File: src/rtl/pcbd_pkg.sv
// ----------------------------------------------------------------------------
// Prefix code bit decoder package
// Shared constants, command and state codes, and table and result types.
// ----------------------------------------------------------------------------
package pcbd_pkg;

   localparam int DefTableEntries = 256;
   localparam int DefMaxCodeBits  = 32;
   localparam int MaxSymbolBytes  = 4;
   localparam int ByteBits        = 8;

   localparam int IndexW    = 8;
   localparam int CodeW     = 32;
   localparam int CodeLenW  = 6;
   localparam int SymW      = 32;
   localparam int SymLenW   = 3;
   localparam int BitCntW   = 4;
   localparam int ReqDataW  = 96;
   localparam int RspDataW  = 40;

   typedef enum logic {
      CMD_LOAD   = 1'b0,
      CMD_DECODE = 1'b1
   } cmd_type;

   typedef enum logic [2:0] {
      ST_IDLE,
      ST_SHIFT,
      ST_SCAN,
      ST_STORE,
      ST_FLUSH
   } state_type;

   typedef struct packed {
      logic [CodeW-1:0]    code;
      logic [CodeLenW-1:0] code_len;
      logic [SymW-1:0]     sym;
      logic [SymLenW-1:0]  sym_len;
   } entry_type;

   typedef struct packed {
      logic [SymW-1:0]    sym;
      logic [SymLenW-1:0] len;
      logic               ovf;
   } result_type;

   typedef struct packed {
      logic load;
      logic shift;
      logic clear;
   } code_ctrl_type;

   typedef struct packed {
      logic more_bits;
      logic full;
      logic match;
   } code_status_type;

endpackage

File: src/rtl/pcbd_code_reg.sv
// ----------------------------------------------------------------------------
// Prefix code bit decoder code register
// Serializes the data byte MSB first into the partial code, length and mask
// shift registers, and compares the partial code with one table slot.
// ----------------------------------------------------------------------------
module pcbd_code_reg #(
   parameter int  MAX_CODE_BITS = pcbd_pkg::DefMaxCodeBits,
   localparam int LenW          = $clog2(MAX_CODE_BITS + 1)
) (
   input  logic                          clock,
   input  logic                          reset,
   input  pcbd_pkg::code_ctrl_type       ctrl,
   input  logic [pcbd_pkg::ByteBits-1:0] data_byte,
   input  logic [pcbd_pkg::BitCntW-1:0]  valid_bits,
   input  logic                          ent_valid,
   input  pcbd_pkg::entry_type           ent,
   output pcbd_pkg::code_status_type     status
);

   localparam int PW = (MAX_CODE_BITS > pcbd_pkg::CodeW) ? MAX_CODE_BITS : pcbd_pkg::CodeW;
   localparam int CW = (LenW > pcbd_pkg::CodeLenW) ? LenW : pcbd_pkg::CodeLenW;

   logic [pcbd_pkg::ByteBits-1:0] byte_ff;
   logic [pcbd_pkg::BitCntW-1:0]  cnt_ff;
   logic [MAX_CODE_BITS-1:0]      code_ff;
   logic [MAX_CODE_BITS-1:0]      mask_ff;
   logic [LenW-1:0]               len_ff;
   logic [pcbd_pkg::BitCntW-1:0]  nbits;

   assign nbits = (valid_bits > pcbd_pkg::BitCntW'(pcbd_pkg::ByteBits)) ?
                  pcbd_pkg::BitCntW'(pcbd_pkg::ByteBits) : valid_bits;

   always_ff @(posedge clock) begin
      if (reset) begin
         byte_ff <= '0;
         cnt_ff  <= '0;
         code_ff <= '0;
         mask_ff <= '0;
         len_ff  <= '0;
      end else if (ctrl.load) begin
         byte_ff <= data_byte << (pcbd_pkg::BitCntW'(pcbd_pkg::ByteBits) - nbits);
         cnt_ff  <= nbits;
      end else if (ctrl.shift) begin
         byte_ff <= {byte_ff[pcbd_pkg::ByteBits-2:0], 1'b0};
         cnt_ff  <= cnt_ff - 1'b1;
         code_ff <= {code_ff[MAX_CODE_BITS-2:0], byte_ff[pcbd_pkg::ByteBits-1]};
         mask_ff <= {mask_ff[MAX_CODE_BITS-2:0], 1'b1};
         len_ff  <= len_ff + 1'b1;
      end else if (ctrl.clear) begin
         code_ff <= '0;
         mask_ff <= '0;
         len_ff  <= '0;
      end
   end

   always_comb begin
      status.more_bits = (cnt_ff != '0);
      status.full      = (len_ff >= LenW'(MAX_CODE_BITS));
      status.match     = ent_valid &&
                         (CW'(ent.code_len) == CW'(len_ff)) &&
                         ((PW'(ent.code) & PW'(mask_ff)) == PW'(code_ff));
   end

endmodule

File: config.mk
export PLATFORM = sky130hd
export DESIGN_NAME = pcbd_code_reg
export DESIGN_NICKNAME = d
export VERILOG_FILES = /design/src/rtl/pcbd_pkg.sv /design/src/rtl/pcbd_code_reg.sv
export SDC_FILE = /design/constraint.sdc
export NUM_CORES = 1
export LEC_CHECK = 0
export BUFFER_PORTS_ARGS = -buffer_cell sky130_fd_sc_hd__buf_2
export CORE_MARGIN = 2
export CORE_UTILIZATION = 25
export DETAILED_ROUTE_END_ITERATION = 10
export GPL_TIMING_DRIVEN = 0
export PLACE_DENSITY = 0.46
export SYNTH_ARGS = -nofsm -noshare
export SYNTH_HDL_FRONTEND = slang
export SYNTH_SLANG_ARGS = --single-unit
File: constraint.sdc
create_clock -name clock -period 4.7 [get_ports clock]
set_input_delay 0.94 -clock clock [delete_from_list [all_inputs] [get_ports clock]]
set_output_delay 0.94 -clock clock [all_outputs]
set_load 0.02 [all_outputs]
==> results by group <==
Critical path
  • CP peak stage delay: 480 ps
  • Kind of critical path: in2out
  • Most frequent CP cell: buf_2
  • Worst Path Required: 3760 ps
  • CP Capture Type: output port
  • Crit path DAT: 2520 ps
  • Cells on worst reg2reg path: 5
  • Startpoint class of the critical path: input pin
  • Critical Path Slowest Stage Cell: or4_4
  • Worst-path fanout max: 2
  • Crit path cell chain: buf_2 -> nand2_1 -> o22ai_1 -> a211o_1 -> or4_4 -> nor4_2 -> buf_2

Finish
  • Register area: 0.001642 mm^2
  • Layout area overhead: 19.73%
  • Cell area after layout: 0.004593 mm^2
  • Final nets: 607
  • Area occupied by multi-input gates: 0.002013 mm^2
  • Layout Cells excl Fill: 701
  • Fillers: 1618
  • Antenna diodes: 0
  • Share of layout cells above drive strength 1: 0.1618

Global routing
  • Antenna violations before repair: 0
  • Met3 usage: 0.02963
  • Gr busiest metal: met2
  • Vias in the first global route: 3397
  • Tot GR Track Use: 0.1344
  • GRT overflow: 0
  • GR Layer Usage met1: 0.1859
  • Met2 usage: 0.2108
  • First-pass GRT wire length: 17280 um
  • Largest net degree at the start of global routing: 12

Yosys
  • EDFF count, synth: 0
  • Area share of the largest cell type after synthesis: 0.4279
  • Synth cell count leaders: dfxtp_1 (82), nor2_1 (75), a22oi_1 (64)
  • Syn Nets: 540
  • Avg Cell Area, Syn: 8.640 um^2
  • Sequential fraction of the synthesis area: 0.4279
  • Count leader, synth: dfxtp_1
  • Post-synth top area cell: dfxtp_1
  • Ranking of synthesized cells by area: dfxtp_1 (43%), a22oi_1 (13%), nor2_1 (7.3%)
  • Ys async rst share: 0
  • Library cells used by synthesis: 47
  • Post-synth design cell area: 0.003836 mm^2
  • Synth Instances: 444
  • Yosys warns: 0
  • Post-synth top flop: dfxtp_1
  • Flops & latches, synth: 82

Power
  • Power per cell area: 322.6 mW/mm^2
  • Worst VDD drop: 0.0001654 V
  • LEAKAGE: 1.688 nW

Floorplan
  • Starting density of the core: 0.2542
  • IO Pins: 94
  • Die area: 0.01635 mm^2
  • Vert. Die Dim: 127.9 um
  • # rows: 45
  • Die W: 127.9 um
  • Core Footprint: 0.01509 mm^2

STA
  • Final hold vios: 0
  • Actual slew at the worst max-slew pin: 628.9 ps
  • RSZ-0062 raised after global routing: false
  • Period utilization: 0.7352
  • Final hold slack: 457.6 ps
  • Fmax: 0.2894 GHz
  • Setup violators final: 0
  • Minimum clock period after layout: 3456 ps
  • Final Max Slew Viols: 0
  • Max_slew headroom: 0.5792
  • Setup TNS: 0 ps
  • Fin Clk Skew: 3.024 ps

Detailed routing
  • Wirelength, routed: 10430 um
  • Vias: 3326
  • Average wire per cell in the routed design: 14.88 um
  • Drt drc: 0
  • Routed Antenna Nets: 0
  • Initial drt markers: 168
  • Via density: 4.745
  • First-pass iteration count of the detailed router: 5

Hold path
  • Hold WC Path Type: reg2reg
  • Hold path depth: 2

Clocking
  • Clk buf depth: 2
  • Hold buffer count at cts: 0
  • CTS tree: built
  • Post-CTS Setup Inserts: 0
  • Clock Pin Slew Worst Setup and Hold Paths: 60 ps
  • Post-cts resize count: 0
  • Num Clock Sinks: 82
  • CTS buffer count: 9
  • Clk root buf: clkbuf_16
  • Worst-skew pair later-pin latency: 330 ps
  • H-tree levels: 3

Flow run
  • MaxCap Viol Count: 0

Placement
  • Dpl cell area: 0.004352 mm^2
  • Post-DP HPWL: 7837 um
  • Dpl cells: 688
  • Port buffer count: 56
  • Gpl congestion: 0.7627

Status
  • Status: finished, final reports clean
## layer usage
layer / up-vias / share of wire
met4: 0 / 0.012
met1: 1560 / 0.50
met3: 9 / 0.041
met5: - / 0
li1: 1691 / -
met2: 66 / 0.44
## critical path: cells and delay by family
family	cells	cell delay (ps)
AND/OR/NAND/NOR	3	870
AO/OA/AOI/OAI	2	380
buffers and inverters	2	320
## cells by family after synthesis
logic type / synth area share
flops: 0.4279
mux: 0.03490
fa+ha+maj: 0.01631
simple gates: 0.1716
compound gates: 0.2175
xor+xnor: 0.08448
buf+inv: 0.04729
## flip-flops by register name (all words and copies together) (netlist names)
signal	flops
mask_ff	32
code_ff	32
cnt_ff	4
byte_ff	8
len_ff	6
## metrics by stage
| stage | total power (W) | setup slack, ps | util |
|---|---|---|---|
| floorplan | 0.0008248 | 1452 | - |
| global placement | 0.0008851 | 1211 | 0.2884 |
| detailed placement | 0.0008868 | 1202 | 0.2884 |
| CTS | 0.001508 | 1201 | 0.3044 |
| global route | 0.001558 | 1144 | 0.3044 |
| finish | 0.001482 | 1244 | 0.3044 |
## cell usage in the layout (no fill, tap or decap), types with 3 or more instances in the layout
cell / Yosys / layout
dfxtp_1: 82 / 82
nor2_1: 75 / 75
a22oi_1: 64 / 64
buf_2: 7 / 63
nand2_1: 43 / 43
xnor2_1: 28 / 28
clkbuf_1: 21 / 24
a21oi_1: 20 / 20
inv_1: 13 / 13
mux2i_1: 10 / 10
xor2_1: 9 / 9
clkbuf_16: 0 / 9
a211oi_1: 8 / 8
nor4_1: 6 / 6
ha_1: 5 / 5
a221oi_1: 4 / 4
nand4_1: 4 / 4
nand3_1: 4 / 4
o211ai_1: 3 / 3
nor2b_1: 3 / 3
o21ai_1: 3 / 3
## path summary, 6_finish.rpt
path,startpoint,endpoint,slack [ps]
worst max-delay path,ent[49],status[0],1240
worst min-delay path,byte_ff[0],byte_ff[0],460
worst max register to register,len_ff[1],len_ff[3],3460
worst min register to register,byte_ff[0],byte_ff[0],460
## area by class of cell
class,count,area share
plain buffers,30,0.02806
clock buffers,12,0.05148
clock inverters,1,0.001090
inverters,14,0.01144
multi-input cells,318,0.4383
flip-flops and latches,82,0.3574
well taps,188,0.05121
repair buffers,56,0.06102
## report_power, final
group	total (W)	leakage, nW	internal, W	switching, W
Sequential	0.000711	0.663	0.000705	0.00000614
Clock	0.000611	0.118	0.000349	0.000262
Combinational	0.000160	0.906	0.0000618	0.0000978
Power figures use the tool's default switching activity.
